`config.mk`:
```
export PLATFORM = sky130hd
export DESIGN_NAME = programmable_crc_generate_check_top
export DESIGN_NICKNAME = d
export VERILOG_FILES = /design/src/hdl/pcrc_pkg.sv /design/src/hdl/pcrc_cell.sv /design/src/hdl/programmable_crc_generate_check_top.sv
export SDC_FILE = /design/constraint.sdc
export NUM_CORES = 1
export LEC_CHECK = 0
export BUFFER_PORTS_ARGS = -buffer_cell sky130_fd_sc_hd__buf_2
export CAP_MARGIN = 30
export CORE_ASPECT_RATIO = 1.1
export CORE_MARGIN = 5
export CORE_UTILIZATION = 60
export CTS_BUF_LIST = sky130_fd_sc_hd__clkbuf_8
export DETAILED_ROUTE_END_ITERATION = 10
export GPL_TIMING_DRIVEN = 0
export PLACE_DENSITY = 0.79
export SLEW_MARGIN = 40
export SYNTH_ARGS = -nofsm -noshare
export SYNTH_HDL_FRONTEND = slang
export SYNTH_SLANG_ARGS = --single-unit
```
`constraint.sdc`:
```
create_clock -name i_clk -period 10 [get_ports i_clk]
set_input_delay 1.5 -clock i_clk [delete_from_list [all_inputs] [get_ports i_clk]]
set_output_delay 1.5 -clock i_clk [all_outputs]
set_load 0.01 [all_outputs]
```
`src/hdl/pcrc_pkg.sv`:
```
// shared types and constants for the programmable serial crc block
package pcrc_pkg;

    localparam int MAX_DEGREE_DEF = 32;
    localparam int POLY_W         = 32;
    localparam int LEN_W          = 6;
    localparam int CFG_IDX_W      = 2;
    localparam int BYTE_W         = 8;

    localparam logic [CFG_IDX_W-1:0] REG_MODE     = 2'd0;
    localparam logic [CFG_IDX_W-1:0] REG_GEN_LEN  = 2'd1;
    localparam logic [CFG_IDX_W-1:0] REG_GEN_POLY = 2'd2;

    localparam logic [1:0] KIND_BIT   = 2'd0;
    localparam logic [1:0] KIND_PASS  = 2'd1;
    localparam logic [1:0] KIND_FAIL  = 2'd2;
    localparam logic [1:0] KIND_SHORT = 2'd3;

    typedef enum logic [1:0] {
        CRC_HOLD  = 2'd0,
        CRC_STEP  = 2'd1,
        CRC_CLEAR = 2'd2
    } t_crc_op;

    typedef enum logic [1:0] {
        AUG_HOLD  = 2'd0,
        AUG_STEP  = 2'd1,
        AUG_LOAD  = 2'd2,
        AUG_CLEAR = 2'd3
    } t_aug_op;

    // shared controls broadcast along the row of cells
    typedef struct packed {
        t_crc_op crc_op;
        t_aug_op aug_op;
        logic    crc_fb;
        logic    aug_fb;
    } t_cell_ctl;

endpackage

```
`src/hdl/pcrc_cell.sv`:
```
// one bit slice of the division register and of the augmented remainder register
module pcrc_cell
    import pcrc_pkg::*;
(
    input  logic      i_clk,
    input  logic      i_rst_n,
    input  t_cell_ctl i_ctl,
    input  logic      i_active,
    input  logic      i_poly_bit,
    input  logic      i_crc_prev,
    input  logic      i_aug_prev,
    output logic      o_crc,
    output logic      o_crc_nxt,
    output logic      o_aug
);

    logic r_crc;
    logic r_aug;
    logic n_crc;
    logic n_aug;
    logic w_aug_nxt;

    // slices at or above the degree stay zero
    assign o_crc_nxt = i_active & (i_crc_prev ^ (i_ctl.crc_fb & i_poly_bit));
    assign w_aug_nxt = i_active & (i_aug_prev ^ (i_ctl.aug_fb & i_poly_bit));

    always_comb begin
        case (i_ctl.crc_op)
            CRC_STEP:  n_crc = o_crc_nxt;
            CRC_CLEAR: n_crc = 1'b0;
            default:   n_crc = r_crc;
        endcase
        case (i_ctl.aug_op)
            AUG_STEP:  n_aug = w_aug_nxt;
            AUG_LOAD:  n_aug = o_crc_nxt;
            AUG_CLEAR: n_aug = 1'b0;
            default:   n_aug = r_aug;
        endcase
    end

    always_ff @(posedge i_clk) begin
        if (!i_rst_n) begin
            r_crc <= 1'b0;
            r_aug <= 1'b0;
        end else begin
            r_crc <= n_crc;
            r_aug <= n_aug;
        end
    end

    assign o_crc = r_crc;
    assign o_aug = r_aug;

endmodule

```
`src/hdl/programmable_crc_generate_check_top.sv`:
```
// top level: programmable serial crc generator and checker on a row of bit cells
// an input transfer's result is written to the output register in the next cycle
// throughput: one bit per cycle in run state with the output free; in generate mode the last bit
// adds degree bits of remainder, after degree division steps if the generator changed mid-message
// check mode gives one verdict on the last bit, taking one bit per cycle while the output is free
// reset (synchronous, active low) clears remainder, bit count, out valid, mode 0, length 9, poly 7
module programmable_crc_generate_check_top
    import pcrc_pkg::*;
#(
    parameter int MAX_DEGREE = MAX_DEGREE_DEF
) (
    input  logic                 i_clk,
    input  logic                 i_rst_n,
    // configuration write port
    input  logic                 i_cfg_we,
    input  logic [CFG_IDX_W-1:0] i_cfg_idx,
    input  logic [POLY_W-1:0]    i_cfg_data,
    // input stream
    input  logic                 s_axis_tvalid,
    output logic                 s_axis_tready,
    input  logic [BYTE_W-1:0]    s_axis_tdata,   // [0] data_bit
    input  logic                 s_axis_tlast,   // last_bit
    // result stream
    output logic                 m_axis_tvalid,
    input  logic                 m_axis_tready,
    output logic [BYTE_W-1:0]    m_axis_tdata,   // [0] out_bit
    output logic [1:0]           m_axis_tuser,   // [1:0] result_kind
    output logic                 m_axis_tlast    // is_last
);

    localparam int DEG_W = $clog2(MAX_DEGREE + 1);

    typedef enum logic [2:0] {
        ST_RUN   = 3'b001,
        ST_FLUSH = 3'b010,
        ST_DRAIN = 3'b100
    } t_state;

    t_state            r_state, n_state;
    logic [DEG_W-1:0]  r_cnt, n_cnt;
    logic [LEN_W-1:0]  r_bits, n_bits;
    logic              r_dirty, n_dirty;
    logic              r_mode;
    logic [LEN_W-1:0]  r_gen_len;
    logic [POLY_W-1:0] r_gen_poly;
    logic              r_out_valid, n_out_valid;
    logic              r_out_bit, n_out_bit;
    logic [1:0]        r_out_kind, n_out_kind;
    logic              r_out_last, n_out_last;

    logic [LEN_W-1:0]      w_len_c;
    logic [LEN_W-1:0]      w_deg6;
    logic [DEG_W-1:0]      w_deg;
    logic [DEG_W-1:0]      w_deg_m1;
    logic [LEN_W-1:0]      w_bits_nxt;
    logic                  w_out_free;
    logic                  w_accept;
    logic                  w_bit;
    logic                  w_crc_in0;
    logic                  w_crc_top;
    logic                  w_aug_top;
    logic [1:0]            w_verdict;
    t_cell_ctl             w_ctl;
    logic [MAX_DEGREE-1:0] w_active;
    logic [MAX_DEGREE-1:0] w_is_top;
    logic [MAX_DEGREE-1:0] w_poly;
    logic [MAX_DEGREE-1:0] w_crc;
    logic [MAX_DEGREE-1:0] w_crc_nxt;
    logic [MAX_DEGREE-1:0] w_aug;

    // effective degree: length clamped to 2..33, degree capped at the row size
    always_comb begin
        if (r_gen_len < LEN_W'(2)) begin
            w_len_c = LEN_W'(2);
        end else if (r_gen_len > LEN_W'(33)) begin
            w_len_c = LEN_W'(33);
        end else begin
            w_len_c = r_gen_len;
        end
        w_deg6 = w_len_c - LEN_W'(1);
        if ({1'b0, w_deg6} > 7'(MAX_DEGREE)) begin
            w_deg = DEG_W'(MAX_DEGREE);
        end else begin
            w_deg = DEG_W'(w_deg6);
        end
        w_deg_m1 = w_deg - DEG_W'(1);
    end

    genvar g;
    generate
        for (g = 0; g < MAX_DEGREE; g++) begin : g_cell
            logic w_crc_prev;
            logic w_aug_prev;

            assign w_active[g] = (DEG_W'(g) < w_deg);
            assign w_is_top[g] = (DEG_W'(g) == w_deg_m1);

            if (g < POLY_W) begin : g_poly
                assign w_poly[g] = r_gen_poly[g];
            end else begin : g_nopoly
                assign w_poly[g] = 1'b0;
            end

            if (g == 0) begin : g_first
                assign w_crc_prev = w_crc_in0;
                assign w_aug_prev = 1'b0;
            end else begin : g_rest
                assign w_crc_prev = w_crc[g-1];
                assign w_aug_prev = w_aug[g-1];
            end

            pcrc_cell u_cell (
                .i_clk      (i_clk),
                .i_rst_n    (i_rst_n),
                .i_ctl      (w_ctl),
                .i_active   (w_active[g]),
                .i_poly_bit (w_poly[g]),
                .i_crc_prev (w_crc_prev),
                .i_aug_prev (w_aug_prev),
                .o_crc      (w_crc[g]),
                .o_crc_nxt  (w_crc_nxt[g]),
                .o_aug      (w_aug[g])
            );
        end
    endgenerate

    assign w_crc_top = |(w_crc & w_is_top);
    assign w_aug_top = |(w_aug & w_is_top);

    assign w_out_free    = !r_out_valid || m_axis_tready;
    assign s_axis_tready = (r_state == ST_RUN) && w_out_free;
    assign w_accept      = s_axis_tvalid && s_axis_tready;
    assign w_bit         = s_axis_tdata[0];
    assign w_bits_nxt    = (r_bits == {LEN_W{1'b1}}) ? r_bits : r_bits + LEN_W'(1);

    // short when fewer bits than degree plus one
    always_comb begin
        if ({1'b0, w_bits_nxt} <= 7'(w_deg)) begin
            w_verdict = KIND_SHORT;
        end else if (|w_crc_nxt) begin
            w_verdict = KIND_FAIL;
        end else begin
            w_verdict = KIND_PASS;
        end
    end

    always_comb begin
        n_state     = r_state;
        n_cnt       = r_cnt;
        n_bits      = r_bits;
        n_dirty     = r_dirty;
        n_out_valid = r_out_valid;
        n_out_bit   = r_out_bit;
        n_out_kind  = r_out_kind;
        n_out_last  = r_out_last;
        w_crc_in0   = 1'b0;
        w_ctl.crc_op = CRC_HOLD;
        w_ctl.aug_op = AUG_HOLD;
        w_ctl.crc_fb = w_crc_top;
        w_ctl.aug_fb = 1'b0;

        // a generator change mid-message invalidates the augmented register
        if (i_cfg_we && (i_cfg_idx == REG_GEN_LEN || i_cfg_idx == REG_GEN_POLY)
                && (r_bits != '0 || w_accept)) begin
            n_dirty = 1'b1;
        end

        case (r_state)
            ST_RUN: begin
                if (w_accept) begin
                    w_crc_in0    = w_bit;
                    w_ctl.crc_op = CRC_STEP;
                    w_ctl.aug_op = AUG_STEP;
                    w_ctl.aug_fb = w_aug_top ^ w_bit;
                    n_bits       = w_bits_nxt;
                    if (!r_mode) begin
                        n_out_valid = 1'b1;
                        n_out_bit   = w_bit;
                        n_out_kind  = KIND_BIT;
                        n_out_last  = 1'b0;
                    end else if (s_axis_tlast) begin
                        n_out_valid = 1'b1;
                        n_out_bit   = 1'b0;
                        n_out_kind  = w_verdict;
                        n_out_last  = 1'b1;
                    end else begin
                        n_out_valid = 1'b0;
                    end
                    if (s_axis_tlast) begin
                        n_bits  = '0;
                        n_dirty = 1'b0;
                        n_cnt   = '0;
                        if (r_mode) begin
                            w_ctl.crc_op = CRC_CLEAR;
                            w_ctl.aug_op = AUG_CLEAR;
                        end else if (r_dirty) begin
                            w_ctl.aug_op = AUG_HOLD;
                            n_state      = ST_FLUSH;
                        end else begin
                            w_ctl.crc_op = CRC_CLEAR;
                            n_state      = ST_DRAIN;
                        end
                    end
                end else if (w_out_free) begin
                    n_out_valid = 1'b0;
                end
            end
            ST_FLUSH: begin
                // zero-padding division steps, then hand the remainder to the shift-out row
                w_ctl.crc_op = CRC_STEP;
                if (w_out_free) begin
                    n_out_valid = 1'b0;
                end
                n_cnt = r_cnt + DEG_W'(1);
                if (r_cnt == w_deg_m1) begin
                    w_ctl.crc_op = CRC_CLEAR;
                    w_ctl.aug_op = AUG_LOAD;
                    n_cnt        = '0;
                    n_state      = ST_DRAIN;
                end
            end
            ST_DRAIN: begin
                if (w_out_free) begin
                    n_out_valid  = 1'b1;
                    n_out_bit    = w_aug_top;
                    n_out_kind   = KIND_BIT;
                    n_out_last   = (r_cnt == w_deg_m1);
                    w_ctl.aug_op = AUG_STEP;
                    n_cnt        = r_cnt + DEG_W'(1);
                    if (r_cnt == w_deg_m1) begin
                        n_cnt   = '0;
                        n_state = ST_RUN;
                    end
                end
            end
            default: begin
                n_state = ST_RUN;
            end
        endcase
    end

    always_ff @(posedge i_clk) begin
        if (!i_rst_n) begin
            r_state     <= ST_RUN;
            r_cnt       <= '0;
            r_bits      <= '0;
            r_dirty     <= 1'b0;
            r_out_valid <= 1'b0;
            r_mode      <= 1'b0;
            r_gen_len   <= LEN_W'(9);
            r_gen_poly  <= POLY_W'(7);
        end else begin
            r_state     <= n_state;
            r_cnt       <= n_cnt;
            r_bits      <= n_bits;
            r_dirty     <= n_dirty;
            r_out_valid <= n_out_valid;
            if (i_cfg_we) begin
                case (i_cfg_idx)
                    REG_MODE:     r_mode     <= i_cfg_data[0];
                    REG_GEN_LEN:  r_gen_len  <= i_cfg_data[LEN_W-1:0];
                    REG_GEN_POLY: r_gen_poly <= i_cfg_data;
                    default:      ;
                endcase
            end
        end
    end

    always_ff @(posedge i_clk) begin
        r_out_bit  <= n_out_bit;
        r_out_kind <= n_out_kind;
        r_out_last <= n_out_last;
    end

    assign m_axis_tvalid = r_out_valid;
    assign m_axis_tdata  = {{(BYTE_W-1){1'b0}}, r_out_bit};
    assign m_axis_tuser  = r_out_kind;
    assign m_axis_tlast  = r_out_last;

endmodule
```
==> impl_results.md, run 1 <==
- N_diodes: 0
- RSZ-0062 raised after global routing: false
- M2 GR Usage: 0.592
- Max Cap Viol: 0
- Synth Area in Simple Gates: 0.249
- Fin crit share: 0.901
- Most common cell in the netlist: nand2_1
- Max Clk Rate: 0.111 GHz
- I/O pin count: 61
- Post-synthesis sequential area ratio: 0.288
- Grt ovf: 0
- Post-cts resize count: 0
- Post-layout net count: 1312
- CTS Buf Count: 17
- Post-DP Area: 9260 sq um
- Ys flop type: dfxtp_1
- Post-CTS Setup Inserts: 0
- Synth Area in XOR/XNOR: 0.0510
- First-pass iteration count of the detailed router: 7
- Initial antenna violation count: 0
- CP Launch Type: flop
- Post-synthesis cell count: 1174
- Status: completed
- Cts hold-fix bufs: 0
- Pwr Total: 1.59 mW
- CP max FO: 10
- WHS Path Cells: 2
- Worst skew pair latency: 0.46 ns
- Area growth syn-to-layout: 11.1%
- Chip height: 137 um
- Routed Antenna Nets: 0
- Unique cell type count in the Yosys netlist: 76
- Post-synthesis register bit count: 124
- Final hold vios: 0
- Layout cells sized above 1: 0.0938
- Total GRT Usage: 0.395
- Avg Cell Area, Syn: 7.46 sq um
- Vias: 10200
- Synth area leader: dfxtp_1
- Initial Util: 0.608
- Worst r2r path cells: 26
- Worst min path class: flop to flop
- Die area: 17100 sq um
- Worst clock skew: 0.0124 ns
- Placeable Area: 14400 sq um
- DRC: 0
- Final worst-path setup slack: 0.985 ns
- Clock transition at the registers of the reported paths: 0.08 ns
- Post-DR vias/cell: 7.00
- Port Buffer Count: 46
- Slew at the pin closest to its max-slew limit: 0.947 ns
- Mean routed wirelength per cell: 23.9 um
- Maximum vdd ir drop: 151 uV
- Number of global-route vias before repair: 9253
- Die width: 125 um
- First DRT Iteration DRCs: 1913
- Root buffer cell: clkbuf_8
- Asr flop ratio synth: 0
- DP HPWL: 26200 um
- Critical Path RT: 10.21 ns
- Mux contribution to synthesized area: 0.0377
- CTS tree: built
- Clk buf depth: 2
- Row count: 46
- H-tree depth: 4
- Post-synth top cells: nand2_1, dfxtp_1, nor2_1
- Routability Congestion: 1.09
- GRT met1 Usage: 0.498
- Setup_tns: 0 ns
- Total wire length: 34600 um
- Largest family of logic cells by synthesized area: compound AO/OA/AOI/OAI gates
- Met3 Usage GRT: 0.103
- Final slew viol count: 0
- PwrDens: 164 nW/um^2
- Cell Area, Synth: 8750 sq um
- Crit path arrival time: 9.23 ns
- Synth Warn #: 0
- Clock period minus worst slack: 9.01 ns
- Yosys top cell area share: 0.274
- Gr busiest metal: met2
- Synth top area cells: dfxtp_1, nand2_1, nor2_1
- Final setup viols: 0
- First-pass GRT wire length: 52400 um
- Post-synth EDFFs: 4
- Final core utilization: 0.676
- CTS Sinks: 124
- Fin area: 9720 sq um
- Setup crit end kind: flop
- Largest net degree at the start of global routing: 17
- Pre-CTS setup slack: 1.16 ns
- Worst rel slew slack: 0.364
- Worst Setup Path Type: flop to flop
- Compound-cell area share of the yosys netlist: 0.289
- Area share of fa/ha/maj cells after synthesis: 0.0283
- Leakage: 3.76 nW
placed cells by master, fill, tap and decap left out, drive strengths merged, types with 6 or more instances in the layout:
master	n
o32ai	20
nor2	105
o311a	21
nand4	15
o21ai	70
a21boi	6
nand3	74
nor2b	12
inv	22
dfxtp	120
xor2	38
o221ai	12
and2	10
o22ai	22
or4	6
nand2	170
buf	77
a22oi	50
or3	11
o211ai	6
nor3b	7
nor4	11
ha	19
clkbuf	74
mux2i	33
a211oi	7
xnor2	13
nor3	20
a21oi	74
a31oi	33
conb	7
sequential cells by signal, summed over array words and instances (netlist names):
name / count
g_cell.u_cell.o_aug: 32
g_cell.u_cell.o_crc: 32
m_axis_tlast: 1
m_axis_tuser: 2
m_axis_tvalid: 1
r_bits: 6
r_cnt: 6
r_dirty: 1
r_gen_len: 6
r_gen_poly: 32
r_mode: 1
r_out_bit: 1
r_state: 3
metrics by stage:
| step | cells | hold WS [ns] |
|---|---|---|
| floorplan | 1180 | 0.454 |
| global placement | 1418 | 0.490 |
| detailed placement | 1418 | 0.496 |
| CTS | 1450 | 0.508 |
| global route | 1450 | 0.533 |
| finish | 1450 | 0.508 |
critical path, stage by stage, from the launching register on:
cell and delay [ns]:
dfxtp_1 0.39, buf_4 0.20, clkinv_1 0.21, a21oi_2 0.50, inv_1 0.21, buf_1 0.39, nand2_1 0.37, inv_1 0.08
ha_1 0.27, buf_1 0.40, a21o_1 0.47, ha_1 0.36, clkbuf_1 0.39, clkbuf_1 0.41, clkbuf_1 0.69, a22oi_1 0.21
o221ai_1 0.26, a2111o_1 0.16, buf_6 0.15, buf_2 0.31, buf_1 0.56, nand3_1 0.14, o311a_1 0.24, nor4_1 0.29
nand4_1 0.28, or4b_1 0.62, o21ba_1 0.20
layout make-up:
cell class	instances	area, sq um
plain buffers	86	414
repair buffers	46	230
clock buffers	19	262
inverters	23	86.3
flip-flops and latches	124	2520
well taps	192	240
clock inverters	13	189
fillers	1291	4670
multi-input cells	947	5780
per-layer routing:
layer  part of all wire  wire (um)  vias up
met5                  0          0        -
met4              0.079       2750        0
met2               0.41      14300      777
met1               0.37      12800     4648
li1                   -          -     4513
met3               0.14       4790      217
path summary, 6_finish.rpt:
path / end / start / slack, ns
worst min-delay path: r_cnt[1] / r_cnt[1] / 0.51
worst min register to register: r_cnt[1] / r_cnt[1] / 0.51
worst max-delay path: m_axis_tuser[1] / r_gen_len[5] / 0.99
worst max register to register: m_axis_tuser[1] / r_gen_len[5] / 0.99
logic make-up after synthesis:
| logic type | count (synthesis) |
|---|---|
| adder cells (fa/ha/maj) | 20 |
| multiplexers | 33 |
| AO/OA/AOI/OAI | 369 |
| other | 1 |
| flip-flops | 124 |
| AND/OR/NAND/NOR | 467 |
| buffers and inverters | 109 |
| XOR/XNOR | 51 |
power by group:
part	switching [mW]	internal, mW
combinational	0.397	0.147
clock	0.222	0.285
sequential	0.0248	0.518
No activity file was read; power rests on OpenSTA's default activity.
==> run 2: changes to the inputs <==
- CORE_MARGIN: 5 -> 3
==> run 2 against run 1 <==
Net effect: via count grew 1.3%; combinational power rose by 3%; power is 2.2% lower; clock-buffer cell count decreased by 2; final cell count is 0.28% lower; sequential power hardly changed; worst setup slack lost 0.32 ns; first-iteration DRC count decreased by 8.4%; register-to-register slack got worse by 0.32 ns; largest cell class unchanged.
==> impl_results.md, run 2 (synthesis gave the netlist of run 1 again) <==
- Post-CTS Setup Inserts: 0 (unchanged)
- Total GRT Usage: 0.427 (+0.0318)
- Largest net degree at the start of global routing: 17 (unchanged)
- Maximum vdd ir drop: 122 uV (-19%)
- Vias: 10300 (+1.3%)
- DP HPWL: 26200 um (-0.11%)
- CTS Buf Count: 17 (unchanged)
- CP max FO: 10 (unchanged)
- Post-cts resize count: 0 (unchanged)
- First DRT Iteration DRCs: 1752 (-8.4%)
- Worst min path class: flop to flop
- Number of global-route vias before repair: 9262 (+0.097%)
- Setup_tns: 0 ns (unchanged)
- Final setup viols: 0 (unchanged)
- Routed Antenna Nets: 0 (unchanged)
- Mean routed wirelength per cell: 24.1 um (+1.1%)
- Critical Path RT: 10.22 ns (about the same)
- Setup crit end kind: flop
- RSZ-0062 raised after global routing: false
- Max Cap Viol: 0 (unchanged)
- Chip height: 133 um (-2.9%)
- Initial Util: 0.624 (+0.0160)
- Fill count: 1222 (-5.3%)
- Placeable Area: 14000 sq um (-2.6%)
- H-tree depth: 4 (unchanged)
- Worst skew pair latency: 0.47 ns (about the same)
- Routed length on met1: 12800 um (+0.56%)
- Worst Setup Path Type: flop to flop
- Max Clk Rate: 0.107 GHz (-3.5%)
- Post-DR vias/cell: 7.12 (+1.6%)
- I/O pin count: 61 (unchanged)
- Met2 wire len: 14400 um (+0.60%)
- Final Instance Count excl. Fillers: 1446 (-0.28%)
- Pwr Total: 1.56 mW (-2.2%)
- DR top layer: met4
- Area growth syn-to-layout: 10.6%
- Placed Cells: 1414 (-0.28%)
- Port Buffer Count: 46 (unchanged)
- CP Launch Type: flop
- Cts hold-fix bufs: 0 (unchanged)
- CTS Sinks: 124 (unchanged)
- Row count: 45 (-2.2%)
- PwrDens: 161 nW/um^2 (-1.8%)
- First-pass iteration count of the detailed router: 7 (unchanged)
- Die area: 16100 sq um (-6.0%)
- DRC: 0 (unchanged)
- Final slew viol count: 0 (unchanged)
- Initial antenna violation count: 0 (unchanged)
- Layout cells sized above 1: 0.0962 (+0.00238)
- Slew at the pin closest to its max-slew limit: 0.948 ns (+0.00107 ns)
- Worst clock skew: 0.00976 ns (-0.00262 ns)
- Status: completed
- CTS tree: built
- Most common cell after layout, fill and taps aside: nand2_1
- Grt ovf: 0 (unchanged)
- Routability Congestion: 1.05 (-3.8%)
- Fin crit share: 0.934 (+0.0322)
- N_diodes: 0 (unchanged)
- Worst hold margin: 0.505 ns (-0.00261 ns)
- Leakage: 3.75 nW (-0.28%)
- Worst rel slew slack: 0.368 (+0.00415)
- Met3 WL post-DR: 4980 um (+4.0%)
- Post-layout net count: 1312 (unchanged)
- Final hold vios: 0 (unchanged)
- Most frequent cells in the layout: nand2_1, dfxtp_1, nor2_1, nand3_1, a21oi_1
- First-pass GRT wire length: 52800 um (+0.75%)
- Clock transition at the registers of the reported paths: 0.09 ns (about the same)
- Root buffer cell: clkbuf_8
- Clk buf depth: 2 (unchanged)
- Clock period minus worst slack: 9.34 ns (+0.322 ns)
- Crit path arrival time: 9.56 ns (+0.33 ns)
- Total wire length: 34900 um (+0.78%)
- Die width: 121 um (-3.2%)
==> run 2: cell count changes in the layout (fill, tap and decap cells not counted), sizes merged <==
cell	change
clkinv	+5
clkinvlp	-3
inv	+2
clkbuf	-2
bufinv	-2
==> run 2: per-layer routing <==
layer  vias up  global-route usage
met2       829               0.617
met5         -             0.00313
li1       4524                   -
met1      4728               0.536
met3       211               0.152
met4         0               0.273
==> run 2: power by group <==
group	switching (mW)	leakage, nW	internal [mW]
registers	0.0233	1.01	0.518
clock network	0.234	0.198	0.225
logic	0.410	2.54	0.148
==> run 2: cell type report <==
cell class              instances  area (sq um)  area share
multi-input cells             947          5790       0.598
flip-flops and latches        124          2520       0.261
plain buffers                  86           414      0.0428
well taps                     188           235      0.0243
clock buffers                  17           234      0.0242
repair buffers                 46           230      0.0238
clock inverters                15           166      0.0172
inverters                      23          86.3     0.00892
==> run 2: metrics by stage <==
| stage | worst slack (ns) | area (sq um) | util |
|---|---|---|---|
| CTS | 0.933 | 9670 | 0.690 |
| global placement | 1.11 | 9240 | 0.659 |
| detailed placement | 0.979 | 9270 | 0.661 |
| global route | 0.534 | 9680 | 0.690 |
| finish | 0.663 | 9680 | 0.690 |
| floorplan | 3.89 | 8780 | - |
==> run 2: path summary, 6_finish.rpt <==
check	cells after the start	slack (ns)	to	from
min reg2reg	2	0.51	r_cnt[1]	r_cnt[1]
max reg2reg	26	0.66	m_axis_tuser[1]	r_gen_len[2]
max	26	0.66	m_axis_tuser[1]	r_gen_len[2]
min	2	0.51	r_cnt[1]	r_cnt[1]
==> run 2: worst max-delay path: stages, from the launching register on <==
cell and delay (ns):
dfxtp_1 0.31, buf_2 0.18, nor3_1 0.43, a21oi_2 0.29, inv_1 0.20, buf_1 0.64, nand2_1 0.33, inv_1 0.13
ha_1 0.12, buf_1 0.49, a21o_1 0.45, ha_1 0.37, clkbuf_1 0.42, clkbuf_1 0.41, clkbuf_1 0.73, a22oi_1 0.19
o221ai_1 0.27, a2111o_1 0.15, buf_6 0.15, buf_2 0.31, buf_1 0.66, nand3_1 0.16, o311a_1 0.26, nor4_1 0.33
nand4_1 0.25, or4b_1 0.63, o21ba_1 0.20
==> run 3: changes to the inputs <==
--- a/config.mk
+++ b/config.mk
@@ -16,2 +16,3 @@
 export PLACE_DENSITY = 0.79
+export REMOVE_ABC_BUFFERS = 1
 export SLEW_MARGIN = 40
==> constraint.sdc (replaced) <==
create_clock -name i_clk -period 10 [get_ports i_clk]
set_input_delay 1 -clock i_clk [delete_from_list [all_inputs] [get_ports i_clk]]
set_output_delay 1 -clock i_clk [all_outputs]
set_load 0.01 [all_outputs]
==> run 3 against run 2 <==
Net effect: clock skew is 0.0035 ns higher; critical path type unchanged; first-iteration DRC count is 26% lower; clock-buffer cell count is 2 higher; sequential share of layout area is 0.31 points higher; wire length is 13% lower; worst setup slack worse by 0.18 ns; register-to-register slack worse by 0.18 ns; clock power is 8.5% higher; sequential cell count stayed put; fmax is 1.8% lower.
==> impl_results.md, run 3 (synthesis gave the netlist of run 1 again) <==
- Final slew viol count: 0 (unchanged)
- Post-CTS Setup Inserts: 0 (unchanged)
- Worst min path class: flop to flop
- Final setup viols: 0 (unchanged)
- Placeable Area: 14000 sq um (unchanged)
- Max Cap Viol: 0 (unchanged)
- Maximum vdd ir drop: 156 uV (+28%)
- Final hold vios: 0 (unchanged)
- Die width: 121 um (unchanged)
- Worst Setup Path Type: flop to flop
- First DRT Iteration DRCs: 1290 (-26%)
- CTS Buf Count: 17 (unchanged)
- Most frequent cells in the layout: nand2_1, dfxtp_1, nor2_1, nand3_1, a21oi_1
- PwrDens: 165 nW/um^2 (+2.7%)
- Fin crit share: 0.951 (+0.0176)
- Max Clk Rate: 0.105 GHz (-1.8%)
- Leakage: 3.67 nW (-2.0%)
- DRC: 0 (unchanged)
- First-pass GRT wire length: 47000 um (-11%)
- Final Instance Count excl. Fillers: 1373 (-5.0%)
- Post-layout net count: 1239 (-5.6%)
- CP max FO: 32 (+22)
- Post-DR vias/cell: 6.99 (-1.8%)
- N_diodes: 0 (unchanged)
- Total wire length: 30300 um (-13%)
- Final worst-path setup slack: 0.487 ns (-0.176 ns)
- Slew at the pin closest to its max-slew limit: 0.951 ns (+0.00350 ns)
- Most common cell after layout, fill and taps aside: nand2_1
- Pwr Total: 1.58 mW (+1.5%)
- Routed Antenna Nets: 0 (unchanged)
- Post-DP Area: 9130 sq um (-1.5%)
- Placed Cells: 1341 (-5.2%)
- Clock transition at the registers of the reported paths: 0.08 ns (about the same)
- Total GRT Usage: 0.368 (-0.0586)
- I/O pin count: 61 (unchanged)
- Crit path arrival time: 9.72 ns (+0.16 ns)
- Post-cts resize count: 0 (unchanged)
- CTS tree: built
- Initial antenna violation count: 0 (unchanged)
- Grt ovf: 0 (unchanged)
- Root buffer cell: clkbuf_8
- Fin area: 9570 sq um (-1.2%)
- RSZ-0062 raised after global routing: false
- CP Launch Type: flop
- Cts hold-fix bufs: 0 (unchanged)
- Worst hold margin: 0.484 ns (-0.0217 ns)
- Chip height: 133 um (unchanged)
- Layout cells sized above 1: 0.0996 (+0.00339)
- First-pass iteration count of the detailed router: 6 (-1)
- Status: completed
- Setup crit end kind: flop
- Port Buffer Count: 46 (unchanged)
- Pre-CTS setup slack: 0.923 ns (-0.0553 ns)
- H-tree depth: 4 (unchanged)
- Die area: 16100 sq um (unchanged)
- CTS Sinks: 124 (unchanged)
- Row count: 45 (unchanged)
- Worst clock skew: 0.0133 ns (+0.00352 ns)
- Largest net degree at the start of global routing: 78 (+61)
- Number of global-route vias before repair: 8680 (-6.3%)
- Routability Congestion: 1.03 (-2.7%)
- Clock period minus worst slack: 9.51 ns (+0.176 ns)
- Worst skew pair latency: 0.45 ns (-0.02 ns)
- Area growth syn-to-layout: 9.28%
- Critical Path RT: 10.21 ns (about the same)
- Worst rel slew slack: 0.361 (-0.00663)
- Initial Util: 0.624 (unchanged)
- DP HPWL: 21300 um (-19%)
- Clk buf depth: 2 (unchanged)
- Vias: 9592 (-6.8%)
- Mean routed wirelength per cell: 22.0 um (-8.7%)
## run 3: cell count changes in the layout (fill, tap and decap cells not counted), moves of 6 or more
cell	change
buf_2	-8
buf_4	-7
buf_1	-6
clkbuf_1	-55
## run 3: critical path, cell delays in order, from the launching register on
cell and delay (ns):
dfxtp_1 0.62, clkinv_1 0.36, a21oi_2 0.54, inv_1 0.49, nand2_1 0.37, inv_1 0.07, ha_1 0.57, a21o_1 0.39
ha_2 0.73, clkinv_1 0.50, nor3_1 0.63, o21ai_1 0.45, nand4_1 0.24, o221ai_1 0.16, a2111o_2 0.52, buf_16 0.23
buf_16 0.18, o311a_1 0.41, or4_1 0.55, nor4b_1 0.47, or4b_1 0.57, o21ba_1 0.20
## run 3: area by class of cell
class / count / area, sq um
clock buffers: 19 / 262
clock inverters: 13 / 175
fillers: 1214 / 4450
inverters: 23 / 91.3
multi-input cells: 947 / 5860
flip-flops and latches: 124 / 2520
well taps: 188 / 235
repair buffers: 59 / 422
## run 3: power breakdown
part	internal, mW	total [mW]	switching [mW]
clock	0.282	0.498	0.215
sequential	0.518	0.545	0.0268
combinational	0.160	0.539	0.379
total	0.961	1.58	0.621
## run 3: through the flow
step | utilization | setup TNS, ns
floorplan | - | 0
CTS | 0.682 | 0
global route | 0.682 | 0
global placement | 0.630 | -99.53
finish | 0.682 | 0
detailed placement | 0.651 | 0
## run 3: routing by layer
| layer | vias up | wire, um | global-route usage |
|---|---|---|---|
| met2 | 648 | 13600 | 0.576 |
| met1 | 4450 | 12000 | 0.483 |
| met5 | - | 0 | 0 |
| li1 | 4368 | - | - |
| met4 | 0 | 1630 | 0.192 |
| met3 | 126 | 3030 | 0.0676 |
## run 3: worst paths after layout
| path | start | endpoint | cells after the start | slack [ns] |
|---|---|---|---|---|
| worst max-delay path | r_gen_len[5] | m_axis_tuser[1] | 21 | 0.49 |
| worst min-delay path | r_gen_poly[25] | r_gen_poly[25] | 2 | 0.48 |
| worst max register to register | r_gen_len[5] | m_axis_tuser[1] | 21 | 0.49 |
| worst min register to register | r_gen_poly[25] | r_gen_poly[25] | 2 | 0.48 |
